===== src/vsbr_pkg.sv =====
// Shared types and constants of the bitstream reader.
package vsbr_pkg;
   localparam int STORE_BYTES = 16;
   localparam int MAX_LEADING_ZEROS = 31;
   localparam int AW = $clog2(STORE_BYTES);
   localparam int FW = $clog2(STORE_BYTES + 1);

   localparam logic [2:0] FN_PUSH  = 3'd0;
   localparam logic [2:0] FN_FIXED = 3'd1;
   localparam logic [2:0] FN_UE    = 3'd2;
   localparam logic [2:0] FN_SE    = 3'd3;
   localparam logic [2:0] FN_ME    = 3'd4;
   localparam logic [2:0] FN_TE    = 3'd5;
   localparam logic [2:0] FN_ALIGN = 3'd6;

   localparam logic [1:0] ST_OK    = 2'd0;
   localparam logic [1:0] ST_UNDER = 2'd1;
   localparam logic [1:0] ST_FULL  = 2'd2;
   localparam logic [1:0] ST_CODE  = 2'd3;

   typedef struct packed {
      logic       start;
      logic       take_bit;
      logic       finish;
   } cmd_type;

   typedef struct packed {
      logic       have_bit;
      logic       bit_val;
      logic       cur_aligned;
   } sts_type;

   function automatic logic [5:0] me_mid(input logic [5:0] k, input logic c);
      logic [11:0] e;
      unique case (k)
         6'd0: e = {6'd47, 6'd0};   6'd1: e = {6'd31, 6'd16};
         6'd2: e = {6'd15, 6'd1};   6'd3: e = {6'd0, 6'd2};
         6'd4: e = {6'd23, 6'd4};   6'd5: e = {6'd27, 6'd8};
         6'd6: e = {6'd29, 6'd32};  6'd7: e = {6'd30, 6'd3};
         6'd8: e = {6'd7, 6'd5};    6'd9: e = {6'd11, 6'd10};
         6'd10: e = {6'd13, 6'd12}; 6'd11: e = {6'd14, 6'd15};
         6'd12: e = {6'd39, 6'd47}; 6'd13: e = {6'd43, 6'd7};
         6'd14: e = {6'd45, 6'd11}; 6'd15: e = {6'd46, 6'd13};
         6'd16: e = {6'd16, 6'd14}; 6'd17: e = {6'd3, 6'd6};
         6'd18: e = {6'd5, 6'd9};   6'd19: e = {6'd10, 6'd31};
         6'd20: e = {6'd12, 6'd35}; 6'd21: e = {6'd19, 6'd37};
         6'd22: e = {6'd21, 6'd42}; 6'd23: e = {6'd26, 6'd44};
         6'd24: e = {6'd28, 6'd33}; 6'd25: e = {6'd35, 6'd34};
         6'd26: e = {6'd37, 6'd36}; 6'd27: e = {6'd42, 6'd40};
         6'd28: e = {6'd44, 6'd39}; 6'd29: e = {6'd1, 6'd43};
         6'd30: e = {6'd2, 6'd45};  6'd31: e = {6'd4, 6'd46};
         6'd32: e = {6'd8, 6'd17};  6'd33: e = {6'd17, 6'd18};
         6'd34: e = {6'd18, 6'd20}; 6'd35: e = {6'd20, 6'd24};
         6'd36: e = {6'd24, 6'd19}; 6'd37: e = {6'd6, 6'd21};
         6'd38: e = {6'd9, 6'd26};  6'd39: e = {6'd22, 6'd28};
         6'd40: e = {6'd25, 6'd23}; 6'd41: e = {6'd32, 6'd27};
         6'd42: e = {6'd33, 6'd29}; 6'd43: e = {6'd34, 6'd30};
         6'd44: e = {6'd36, 6'd22}; 6'd45: e = {6'd40, 6'd25};
         6'd46: e = {6'd38, 6'd38}; 6'd47: e = {6'd41, 6'd41};
         default: e = '0;
      endcase
      return c ? e[5:0] : e[11:6];
   endfunction

   function automatic logic [5:0] me_full(input logic [3:0] k, input logic c);
      logic [7:0] e;
      unique case (k)
         4'd0: e = {4'd15, 4'd0};  4'd1: e = {4'd0, 4'd1};
         4'd2: e = {4'd7, 4'd2};   4'd3: e = {4'd11, 4'd4};
         4'd4: e = {4'd13, 4'd8};  4'd5: e = {4'd14, 4'd3};
         4'd6: e = {4'd3, 4'd5};   4'd7: e = {4'd5, 4'd10};
         4'd8: e = {4'd10, 4'd12}; 4'd9: e = {4'd12, 4'd15};
         4'd10: e = {4'd1, 4'd7};  4'd11: e = {4'd2, 4'd11};
         4'd12: e = {4'd4, 4'd13}; 4'd13: e = {4'd8, 4'd14};
         4'd14: e = {4'd6, 4'd6};  default: e = {4'd9, 4'd9};
      endcase
      return {2'b00, c ? e[3:0] : e[7:4]};
   endfunction
endpackage


===== src/vsbr_ram.sv =====
// Generic single-port-write RAM with registered read.
module vsbr_ram #(
   parameter int WIDTH = 8,
   parameter int DEPTH = 16
) (
   input  logic                     clock,
   input  logic                     wr_en,
   input  logic [$clog2(DEPTH)-1:0] wr_addr,
   input  logic [WIDTH-1:0]         wr_data,
   input  logic [$clog2(DEPTH)-1:0] rd_addr,
   output logic [WIDTH-1:0]         rd_data
);
   logic [WIDTH-1:0] mem_ff [DEPTH];
   always_ff @(posedge clock) begin
      if (wr_en) begin
         mem_ff[wr_addr] <= wr_data;
      end
      rd_data <= mem_ff[rd_addr];
   end
endmodule


===== src/vsbr_datapath.sv =====
// Byte store, cursor and bit extraction datapath.
module vsbr_datapath (
   input  logic                clock,
   input  logic                reset,
   input  logic                push_en,
   input  logic [7:0]          push_byte,
   input  logic                commit,
   input  logic                align_en,
   input  vsbr_pkg::cmd_type   cmd,
   output vsbr_pkg::sts_type   sts,
   output logic [vsbr_pkg::FW-1:0] fill,
   output logic                aligned
);
   import vsbr_pkg::*;
   logic [AW-1:0] rslot_ff, rslot_in, wslot_ff, cslot_ff, cslot_in;
   logic [FW-1:0] fill_ff, fill_in, cfill_ff, cfill_in;
   logic [2:0]    off_ff, off_in, coff_ff, coff_in;
   logic [7:0]    rd_data;

   function automatic logic [AW-1:0] next_slot(input logic [AW-1:0] s);
      return (s == AW'(STORE_BYTES - 1)) ? '0 : s + 1'b1;
   endfunction

   vsbr_ram #(.WIDTH(8), .DEPTH(STORE_BYTES)) u_ram (
      .clock(clock), .wr_en(push_en), .wr_addr(wslot_ff), .wr_data(push_byte),
      .rd_addr(cslot_in), .rd_data(rd_data));

   assign sts.have_bit = (cfill_ff != '0);
   assign sts.bit_val  = rd_data[3'd7 - coff_ff];
   assign sts.cur_aligned = (coff_ff == 3'd0);
   assign fill = fill_ff;
   assign aligned = (off_ff == 3'd0);

   always_comb begin
      cslot_in = cslot_ff; coff_in = coff_ff; cfill_in = cfill_ff;
      rslot_in = rslot_ff; off_in = off_ff; fill_in = fill_ff;
      if (cmd.start) begin
         cslot_in = rslot_ff; coff_in = off_ff; cfill_in = fill_ff;
      end else if (cmd.take_bit) begin
         coff_in = coff_ff + 3'd1;
         if (coff_ff == 3'd7) begin
            cslot_in = next_slot(cslot_ff);
            cfill_in = cfill_ff - 1'b1;
         end
      end
      if (commit) begin
         rslot_in = cslot_ff; off_in = coff_ff; fill_in = cfill_ff;
      end else if (align_en && off_ff != 3'd0 && fill_ff != '0) begin
         rslot_in = next_slot(rslot_ff); off_in = 3'd0; fill_in = fill_ff - 1'b1;
      end
      if (push_en) begin
         fill_in = fill_in + 1'b1;
      end
   end

   always_ff @(posedge clock) begin
      if (reset) begin
         rslot_ff <= '0; wslot_ff <= '0; fill_ff <= '0; off_ff <= '0;
         cslot_ff <= '0; coff_ff <= '0; cfill_ff <= '0;
      end else begin
         rslot_ff <= rslot_in; fill_ff <= fill_in; off_ff <= off_in;
         cslot_ff <= cslot_in; coff_ff <= coff_in; cfill_ff <= cfill_in;
         if (push_en) begin
            wslot_ff <= next_slot(wslot_ff);
         end
      end
   end
endmodule


===== src/vsbr_control.sv =====
// Sequencer for push, fixed, Exp-Golomb and align requests.
module vsbr_control (
   input  logic                clock,
   input  logic                reset,
   input  logic                req_valid,
   output logic                req_ready,
   input  logic [2:0]          req_func,
   input  logic [7:0]          req_data_byte,
   input  logic [6:0]          req_bit_count,
   input  logic                req_inter_column,
   input  logic [7:0]          req_te_range,
   output logic                rsp_valid,
   input  logic                rsp_ready,
   output logic [63:0]         rsp_value,
   output logic [1:0]          rsp_status,
   output logic                rsp_byte_aligned,
   input  logic [1:0]          chroma,
   output logic                push_en,
   output logic [7:0]          push_byte,
   output logic                commit,
   output logic                align_en,
   output vsbr_pkg::cmd_type   cmd,
   input  vsbr_pkg::sts_type   sts,
   input  logic [vsbr_pkg::FW-1:0] fill,
   input  logic                aligned
);
   import vsbr_pkg::*;
   typedef enum logic [5:0] {
      S_IDLE = 6'b000001, S_LOAD = 6'b000010, S_ZERO = 6'b000100,
      S_SUFF = 6'b001000, S_DONE = 6'b010000, S_RESP = 6'b100000
   } state_type;
   state_type state_ff, state_in;
   logic [2:0]  func_ff;
   logic [7:0]  byte_ff;
   logic [6:0]  cnt_ff, cnt_in;
   logic [5:0]  zeros_ff, zeros_in;
   logic [63:0] acc_ff, acc_in, val_ff, val_in;
   logic [1:0]  st_ff, st_in;
   logic        col_ff, fixed_ff, fixed_in;
   logic [1:0]  zrun_ff, zrun_in;
   logic        held_ff, held_in;
   logic        alg_ff, alg_in;
   logic [63:0] k;
   logic [FW:0] freeb;
   logic        acc_bit;

   assign req_ready = (state_ff == S_IDLE);
   assign rsp_valid = (state_ff == S_RESP);
   assign rsp_value = val_ff;
   assign rsp_status = st_ff;
   assign rsp_byte_aligned = alg_ff;
   assign freeb = (FW+1)'(STORE_BYTES) - {1'b0, fill};
   assign k = acc_ff - 64'd1;
   assign acc_bit = sts.bit_val;

   always_comb begin
      state_in = state_ff; cnt_in = cnt_ff; zeros_in = zeros_ff;
      acc_in = acc_ff; val_in = val_ff; st_in = st_ff; fixed_in = fixed_ff;
      zrun_in = zrun_ff; held_in = held_ff; alg_in = alg_ff;
      push_en = 1'b0; push_byte = req_data_byte; commit = 1'b0; align_en = 1'b0;
      cmd = '0;
      unique case (state_ff)
         S_IDLE: begin
            if (req_valid) begin
               val_in = '0; st_in = ST_OK; acc_in = '0; zeros_in = '0;
               cnt_in = (req_bit_count > 7'd64) ? 7'd64 : req_bit_count;
               fixed_in = (req_func == FN_FIXED) ||
                          (req_func == FN_TE && req_te_range <= 8'd1);
               if (req_func == FN_TE && req_te_range <= 8'd1) cnt_in = 7'd1;
               cmd.start = 1'b1;
               state_in = S_RESP;
               unique case (req_func) inside
                  FN_PUSH: begin
                     if (held_ff) begin
                        if (req_data_byte <= 8'd3) begin
                           if (freeb == '0) st_in = ST_FULL;
                           else begin
                              push_en = 1'b1; held_in = 1'b0;
                              zrun_in = (req_data_byte == 8'd0) ? 2'd1 : 2'd0;
                           end
                        end else if (freeb < (FW+1)'(2)) st_in = ST_FULL;
                        else begin
                           push_en = 1'b1; push_byte = 8'd3; held_in = 1'b0;
                           zrun_in = 2'd0; state_in = S_LOAD;
                        end
                     end else if (zrun_ff == 2'd2 && req_data_byte == 8'd3) begin
                        held_in = 1'b1; zrun_in = 2'd0;
                     end else if (freeb == '0) st_in = ST_FULL;
                     else begin
                        push_en = 1'b1;
                        zrun_in = (req_data_byte != 8'd0) ? 2'd0 :
                                  (zrun_ff == 2'd2) ? 2'd2 : zrun_ff + 2'd1;
                     end
                  end
                  FN_FIXED, FN_UE, FN_SE, FN_ME, FN_TE: state_in = S_LOAD;
                  FN_ALIGN: align_en = 1'b1;
                  default: ;
               endcase
            end
            alg_in = (req_func == FN_ALIGN && fill != '0) ? 1'b1 : aligned;
         end
         S_LOAD: begin
            if (func_ff == FN_PUSH) begin
               push_en = 1'b1; push_byte = byte_ff; state_in = S_RESP;
            end else if (fixed_ff) state_in = (cnt_ff == '0) ? S_DONE : S_SUFF;
            else state_in = S_ZERO;
         end
         S_ZERO: begin
            if (!sts.have_bit) begin
               st_in = ST_UNDER; state_in = S_RESP;
            end else begin
               cmd.take_bit = 1'b1;
               if (acc_bit) begin
                  acc_in = 64'd1; cnt_in = {1'b0, zeros_ff};
                  state_in = (zeros_ff == '0) ? S_DONE : S_SUFF;
               end else if (zeros_ff == 6'(MAX_LEADING_ZEROS)) begin
                  st_in = ST_CODE; state_in = S_RESP;
               end else zeros_in = zeros_ff + 6'd1;
            end
         end
         S_SUFF: begin
            if (!sts.have_bit) begin
               st_in = ST_UNDER; state_in = S_RESP;
            end else begin
               cmd.take_bit = 1'b1;
               acc_in = {acc_ff[62:0], acc_bit};
               cnt_in = cnt_ff - 7'd1;
               if (cnt_ff == 7'd1) state_in = S_DONE;
            end
         end
         S_DONE: begin
            state_in = S_RESP; commit = 1'b1;
            if (fixed_ff) begin
               val_in = (func_ff == FN_TE) ? {63'd0, ~acc_ff[0]} : acc_ff;
            end else begin
               unique case (func_ff)
                  FN_SE: val_in = k[0] ? ({1'b0, k[63:1]} + 64'd1)
                                       : (64'd0 - {1'b0, k[63:1]});
                  FN_ME: begin
                     if (chroma == 2'd0 || chroma == 2'd3) begin
                        if (k < 64'd16) val_in = {58'd0, me_full(k[3:0], col_ff)};
                        else begin st_in = ST_CODE; commit = 1'b0; end
                     end else begin
                        if (k < 64'd48) val_in = {58'd0, me_mid(k[5:0], col_ff)};
                        else begin st_in = ST_CODE; commit = 1'b0; end
                     end
                  end
                  default: val_in = k;
               endcase
            end
         end
         S_RESP: begin
            if (rsp_ready) state_in = S_IDLE;
         end
         default: state_in = S_IDLE;
      endcase
      if (state_ff != S_IDLE && state_ff != S_RESP && state_in == S_RESP) begin
         alg_in = commit ? sts.cur_aligned : aligned;
      end
   end

   always_ff @(posedge clock) begin
      if (reset) begin
         state_ff <= S_IDLE; zrun_ff <= '0; held_ff <= 1'b0;
      end else begin
         state_ff <= state_in; zrun_ff <= zrun_in; held_ff <= held_in;
      end
      if (state_ff == S_IDLE) begin
         func_ff <= req_func; byte_ff <= req_data_byte; col_ff <= req_inter_column;
      end
      cnt_ff <= cnt_in; zeros_ff <= zeros_in; acc_ff <= acc_in;
      val_ff <= val_in; st_ff <= st_in; fixed_ff <= fixed_in;
      alg_ff <= alg_in;
   end
endmodule


===== src/video_syntax_bitstream_reader.sv =====
// Top level of the video syntax bitstream reader.
// Requests enter on req_valid/req_ready: func 0 pushes one stream byte,
// funcs 1 to 5 read a fixed field, ue, se, me or te code, func 6 aligns.
// A 0x03 after two zero bytes is dropped when the next pushed byte is at most 0x03.
// Each request yields one beat on rsp_valid/rsp_ready with value, status
// and byte_aligned. A push, an align or an unused func goes from S_IDLE
// straight to S_RESP; a push that also stores a held 0x03 passes
// through S_LOAD first. A read passes S_LOAD, then S_ZERO (codes only)
// and S_SUFF, examining n bits for a fixed field, 2z+1 for a code with z
// leading zeros, fewer when a read runs short or hits a code error.
// Bits are taken one per cycle from the registered read port of the byte
// store. A read whose bits all arrive passes S_DONE before S_RESP.
// One request is in flight at a time; req_ready is low until the
// response beat is taken, so a stalled receiver holds the block.
// Reset clears cursors, fill count and the escape tracking; the byte
// store needs no clearing since only written entries are read.
// csr_write_enable with csr_write_data sets chroma_format, reset value 1.
module video_syntax_bitstream_reader (
   input  logic        clock,
   input  logic        reset,
   input  logic        req_valid,
   output logic        req_ready,
   input  logic [2:0]  req_func,
   input  logic [7:0]  req_data_byte,
   input  logic [6:0]  req_bit_count,
   input  logic        req_inter_column,
   input  logic [7:0]  req_te_range,
   output logic        rsp_valid,
   input  logic        rsp_ready,
   output logic [63:0] rsp_value,
   output logic [1:0]  rsp_status,
   output logic        rsp_byte_aligned,
   input  logic        csr_write_enable,
   input  logic [1:0]  csr_write_data
);
   import vsbr_pkg::*;
   logic [1:0] chroma_ff;
   logic push_en, commit, align_en, aligned;
   logic [7:0] push_byte;
   logic [FW-1:0] fill;
   cmd_type cmd;
   sts_type sts;

   always_ff @(posedge clock) begin
      if (reset) chroma_ff <= 2'd1;
      else if (csr_write_enable) chroma_ff <= csr_write_data;
   end

   vsbr_control u_ctrl (.*, .chroma(chroma_ff));
   vsbr_datapath u_dp (.clock, .reset, .push_en, .push_byte, .commit,
      .align_en, .cmd, .sts, .fill, .aligned);
endmodule


===== config.mk =====
export PLATFORM = sky130hd
export DESIGN_NAME = video_syntax_bitstream_reader
export DESIGN_NICKNAME = d
export VERILOG_FILES = /design/src/vsbr_pkg.sv /design/src/vsbr_ram.sv /design/src/vsbr_datapath.sv /design/src/vsbr_control.sv /design/src/video_syntax_bitstream_reader.sv
export SDC_FILE = /design/constraint.sdc
export NUM_CORES = 1
export LEC_CHECK = 0
export BUFFER_PORTS_ARGS = -buffer_cell sky130_fd_sc_hd__buf_4
export CAP_MARGIN = 5
export CORE_AREA = 2 2 220 222
export CTS_CLUSTER_DIAMETER = 120
export CTS_CLUSTER_SIZE = 12
export DETAILED_ROUTE_END_ITERATION = 6
export DIE_AREA = 0 0 222 224
export GPL_ROUTABILITY_DRIVEN = 0
export GPL_TIMING_DRIVEN = 0
export MAX_ROUTING_LAYER = met4
export PLACE_DENSITY = 0.62
export SETUP_SLACK_MARGIN = 0.1
export SLEW_MARGIN = 0
export SYNTH_ARGS = -nofsm -noshare
export SYNTH_HDL_FRONTEND = slang
export SYNTH_HIERARCHICAL = 1
export SYNTH_SLANG_ARGS = --single-unit

===== constraint.sdc =====
create_clock -name clock -period 8.5 [get_ports clock]
set_clock_uncertainty 0.15 [all_clocks]
set_input_delay 0.85 -clock clock [delete_from_list [all_inputs] [get_ports clock]]
set_output_delay 0.85 -clock clock [all_outputs]
set_load 0.02 [all_outputs]

[Word level (Yosys, flattened, before mapping)]
Memory sizes are Yosys's and may differ from the RTL's. A register that Yosys moved wholly into a read port is not among the register bits.
Index checks and enable logic that the tools add are counted.
Cells by class
  add/sub/neg operators: 15
  $lt $le $gt $ge: 7
  equality and inequality tests: 45
  multiplexer cells: 129
  bitwise operators: 1
  reductions and logical operators: 40
Operators with widths (count)
  $mux 64: 10
  $pmux 64 s2: 2
  $pmux 64 s3: 1
  $mux 6: 17
  $add 63x1->64 const B: 1
  $lt 64x5->1 const B: 1
  $lt 64x6->1 const B: 1
  $sub 1x63->64 const A: 1
  $sub 64x1->64 const B: 1
  $mux 2: 24
  $mux 8: 6
  $mux 7: 6
  $mux 5: 8
  $mux 4: 9
  $pmux 6 s6: 1
  $mux 1: 34
  $pmux 6 s2: 2
  $pmux 7 s3: 1
  $eq 3x3->1 const B: 6
  $pmux 8 s2: 1
  $ne 3x3->1 const B: 5
  $add 4x1->4 const B: 3
  $eq 4x4->1 const B: 3
  $eq 6x5->1 const B: 2
  55 further kinds: 91
Word-level totals
  bits in registers: 196
  bits in writable memories: 128
  bits in read-only memories: 896
  word-level logic and storage cells: 261
  memories: 3
Memories
  (name not given): depth 64, width 12, rd ports 1, clocked after Yosys merged registers in 0, write ports 0, line vsbr_pkg.sv:35  | unique case (k)
  (name not given): depth 16, width 8, rd ports 1, clocked after Yosys merged registers in 0, write ports 0, line vsbr_pkg.sv:67  | unique case (k)
  u_dp.u_ram.mem_ff: depth 16, width 8, rd ports 1, clocked after Yosys merged registers in 1, write ports 1, line vsbr_ram.sv:13  | logic [WIDTH-1:0] mem_ff [DEPTH];

[Depth between registers and ports, before layout]
  depth in word-level cells: 11
  mapped depth: 25

[Hierarchy]
Netlist, hierarchy kept.
By module, submodules not included
  vsbr_control: times used 1, cells an instance 1680, area an instance 14232.4 um2, sequential area each 4894.7 um2
  vsbr_ram: times used 1, cells an instance 229, area an instance 5147.4 um2, sequential area each 4003.8 um2
  vsbr_datapath: times used 1, cells an instance 202, area an instance 1704.1 um2, sequential area each 560.5 um2
  video_syntax_bitstream_reader: times used 1, cells an instance 6, area an instance 68.8 um2, sequential area each 40.0 um2

[Worst setup path before layout]
No wires, ideal clock.
  path type: register -> register
  from: register u_ctrl.acc_ff[0]
  to: register u_dp.fill_ff[4], in the netlist u_dp/fill[4]
  library setup time: 0.123 ns
  data arrival time: 6.184 ns
  required time: 8.227 ns
  setup slack: 2.042 ns
  stages on the path, launching flop included: 24
  path buffers: 8
  clock period less this slack: 6.458 ns
  cells stage by stage: edfxtp_1 clkbuf_1 inv_1 clkbuf_1 buf_1 clkbuf_1 ha_1 buf_2 nor4b_4 nand4_2 or4_1 buf_2 o31ai_4 nand2_2 or4_1 nor4_1 and3_1 nand4_1 a21oi_2 clkbuf_1 clkbuf_1 a221oi_1 nor4_2 mux2_1
On the way
  longest elaborated chain between the ends: 10
  elaborated cells on any way between the ends: 12
  those cells by class: add/sub: 2; order compare: 2; mux: 8
Ends and longest elaborated chain
  start, declared: line vsbr_control.sv:37  | logic [63:0] acc_ff, acc_in, val_ff, val_in;
  start signal, assigned: line vsbr_control.sv:171  | cnt_ff <= cnt_in; zeros_ff <= zeros_in; acc_ff <= acc_in;
  $sub 64x1->64 (*): line vsbr_control.sv:53  | assign k = acc_ff - 64'd1;
  $lt 64x6->1 or $lt 64x5->1 (tied branches): line vsbr_control.sv:144, vsbr_control.sv:141
  $mux 1 (on tied branches): line vsbr_control.sv:144, vsbr_control.sv:141
  $mux 1 (*): line vsbr_control.sv:140  | if (chroma == 2'd0 || chroma == 2'd3) begin
  $mux 1 (*): line vsbr_control.sv:136  | unique case (func_ff)
  $mux 1 (*): line vsbr_control.sv:133  | if (fixed_ff) begin
  $mux 1 (*): line vsbr_control.sv:62  | unique case (state_ff)
  net commit: line video_syntax_bitstream_reader.sv:38  | logic push_en, commit, align_en, aligned;
  $mux 5 (*): line vsbr_datapath.sv:46  | if (commit) begin
  $add 5x1->5: line vsbr_datapath.sv:52  | fill_in = fill_in + 1'b1;
  $mux 5 (*): line vsbr_datapath.sv:51  | if (push_en) begin
  end signal, assigned: line vsbr_datapath.sv:61  | rslot_ff <= rslot_in; fill_ff <= fill_in; off_ff <= off_in;
  end, declared: line vsbr_datapath.sv:16  | logic [FW-1:0] fill_ff, fill_in, cfill_ff, cfill_in;
The timed path passes the listed nets; every way through them passes the cells marked *.
A chain may end at the register's enable or synchronous reset.

[Final worst setup path]
Same ends and word-level chain as after synthesis.

==> results_dict.tcl <==
set metrics [dict create \
    status "complete, but fails checks" \
    failed_checks "DRC" \
    drv_slew 0 \
    synthesis.area_um2 21100 \
    met2_usage_pct 40.6 \
    worstSetupPathType "flop to flop" \
    whs_endpoint "u_ctrl/byte_ff[2]" \
    clk_pin_slew_ns 0.07 \
    holdCritPathClass "input port to flop" \
    reg2reg_from "u_ctrl/acc_ff[0]" \
    place_inst 2837 \
    wire_per_inst_um 22.9 \
    setup_violations 0 \
    dieArea_um2 49700 \
    use_met1_pct 35.6 \
    clock_path_buffers 3 \
    initial_utilization_pct 44.7 \
    die_w_um 222 \
    num_rows 80 \
    viasPerCell 6.39 \
    num_vias 18500 \
    layout.nets 2323 \
    critPathLaunchType "flop" \
    drive_above_1_share_pct 11.9 \
    ios 103 \
    critPathCaptureType "flop" \
    min-delay-start "req_data_byte[2]" \
    met3_usage_pct 4.54 \
    reg2reg_to "u_dp/fill[4]" \
    rsz0062_at_grt "false" \
    power.density_nw_per_um2 183 \
    worst_pin_slew_ns 1.13 \
    drt_wl_total_um 66500 \
    hold_viol_final 0 \
    grtUsageTotal_pct 26.8 \
    ctsHoldBuffers 0 \
    drc 25 \
    stdcell_count 2900 \
    gr-total-overflow 0 \
    cts-root-buf "clkbuf_16" \
    hpwl_um 49500 \
    worstPathArrival_ns 8.51 \
    cts_made_buffers 31 \
    io_buffers 101 \
    area_growth_pct 12.1 \
    clk_latency_ns 0.61 \
    vdd_drop_max_mv 0.188 \
    slowest_delay_ns 0.59 \
    p_leak_nw 7.77 \
    grt-busiest-layer "met2" \
    synth_cells 2115 \
    r2r_slack_ns 0.34 \
    hold_depth 1 \
    first_pass_iters 7 \
    cts_tree "yes" \
    slew_headroom_pct 22.8 \
    critical_path_required_ns 8.85 \
    crit_chain "clkbuf_1, inv_2, clkbuf_2, buf_2, clkbuf_4, ha_1, buf_2, nor4b_4, nand4_2, or4_1, buf_2, o31ai_4, nand2_2, or4_1, nor4_2, and3_1, nand4_1, a21oi_2, clkbuf_2, clkbuf_1, a221oi_1, nor4_2, mux2_1" \
    post-route-period-util_pct 96.0 \
    fmax_mhz 123 \
    grt_pass1_vias 17400 \
    route.antenna.remaining_nets 0 \
    core_area_um2 47300 \
    die_h_um 224 \
    r2r_cells 23 \
    maxCapViolCount 0 \
    drt_iter0_markers 2026 \
    min_period_ns 8.16 \
    htree_levels 1 \
    path_max_fanout 13 \
    grt_max_degree 72 \
    avgSynthCellArea_um2 10.0 \
    syn_nets 2179 \
    fin_util_pct 50.1 \
    antenna_found_initial 1 \
    ys_warn_count 6 \
    crit_top_cell "buf_2" \
    crit_slowest_cell "or4_1" \
    grt_pass1_wl_um 101000 \
    tritoncts_num_sinks 332 \
]
worst max path at each step:
stage	start	end	slack, ns
after floorplan	u_ctrl/acc_ff[0]	u_dp/fill[4]	2.04
after global placement	u_ctrl/acc_ff[0]	u_dp/fill[4]	-0.66
after detailed placement	u_ctrl/acc_ff[0]	u_dp/fill[4]	-0.59
after CTS	u_ctrl/acc_ff[0]	u_dp/fill[4]	0.16
after global routing	u_ctrl/acc_ff[0]	u_dp/fill[4]	0.19
final	u_ctrl/acc_ff[0]	u_dp/fill[4]	0.34
area by class of cell:
type / instances / area, um^2
diodes: 1 / 2.50
clock inverters: 1 / 20.0
well taps: 615 / 769
repair buffers: 111 / 842
multi-input cells: 1586 / 10800
flip-flops and latches: 332 / 9500
plain buffers: 150 / 678
inverters: 47 / 176
clock buffers: 57 / 895
fillers: 4368 / 23600
critical path, delay by kind of cell (launching register included):
| family | cells | cell delay [ns] |
|---|---|---|
| AOI/OAI and AO/OA | 3 | 0.86 |
| adders and majority gates | 1 | 0.19 |
| buffers and inverters | 9 | 2.84 |
| DFF | 1 | 0.52 |
| muxes | 1 | 0.35 |
| and+or+nand+nor | 9 | 3.13 |
per-layer routing:
metal | vias up | share of wire [%]
met5 | - | 0
met4 | 0 | 4.8
met3 | 231 | 9.7
met2 | 1102 | 44
met1 | 8802 | 42
li1 | 8405 | -
timing repair:
action	4_1_cts	5_1_grt
gates resized for setup	3	6
pin swaps	0	0
buffers inserted	0	0
hold endpoints to repair	0	0
endpoints found under the setup margin	76	56
sequential cells by signal, summed over array words and instances, names as in the netlist, 6 cells and up:
name and count:
u_dp/u_ram/mem_ff 128, u_ctrl/acc_ff 64, u_ctrl/rsp_value 64, u_ctrl/byte_ff 8, u_dp/u_ram/rd_data 8, u_ctrl/cnt_ff 7
u_ctrl/state_ff 6, u_ctrl/zeros_ff 6
metrics by stage:
step	hold slack [ns]	cell area (um^2)	worst slack (ns)	total power, mW	setup TNS [ns]
2_1_floorplan	0.293	21100	2.04	2.70	0
3_3_place_gp	0.309	22700	-0.661	3.03	-45.08
3_5_place_dp	0.322	22700	-0.586	3.04	-12.24
4_1_cts	0.258	23700	0.160	4.35	0
5_1_grt	0.275	23700	0.187	4.52	0
6_report	0.293	23700	0.340	4.34	0
layout by cell type (no fill, tap or decap), types with 29 or more instances in the layout:
cell type / instances
or3_1: 29
edfxtp_1: 285
and2_1: 73
clkbuf_1: 134
dfxtp_1: 47
nor2_1: 196
o21ai_0: 89
inv_1: 45
a21oi_1: 121
xor2_1: 44
xnor2_1: 92
nand4_1: 30
nand2_1: 166
clkbuf_16: 32
ha_1: 30
nand3_1: 59
a31oi_1: 31
nor3_1: 67
a22oi_1: 49
nor4_1: 46
buf_4: 109
where the power goes:
part / switching [mW] / internal [mW]
clock network: 0.594 / 0.704
logic: 0.716 / 0.369
registers: 0.0740 / 1.89
total: 1.38 / 2.96
Note: power is estimated with default switching activity, not from simulation.
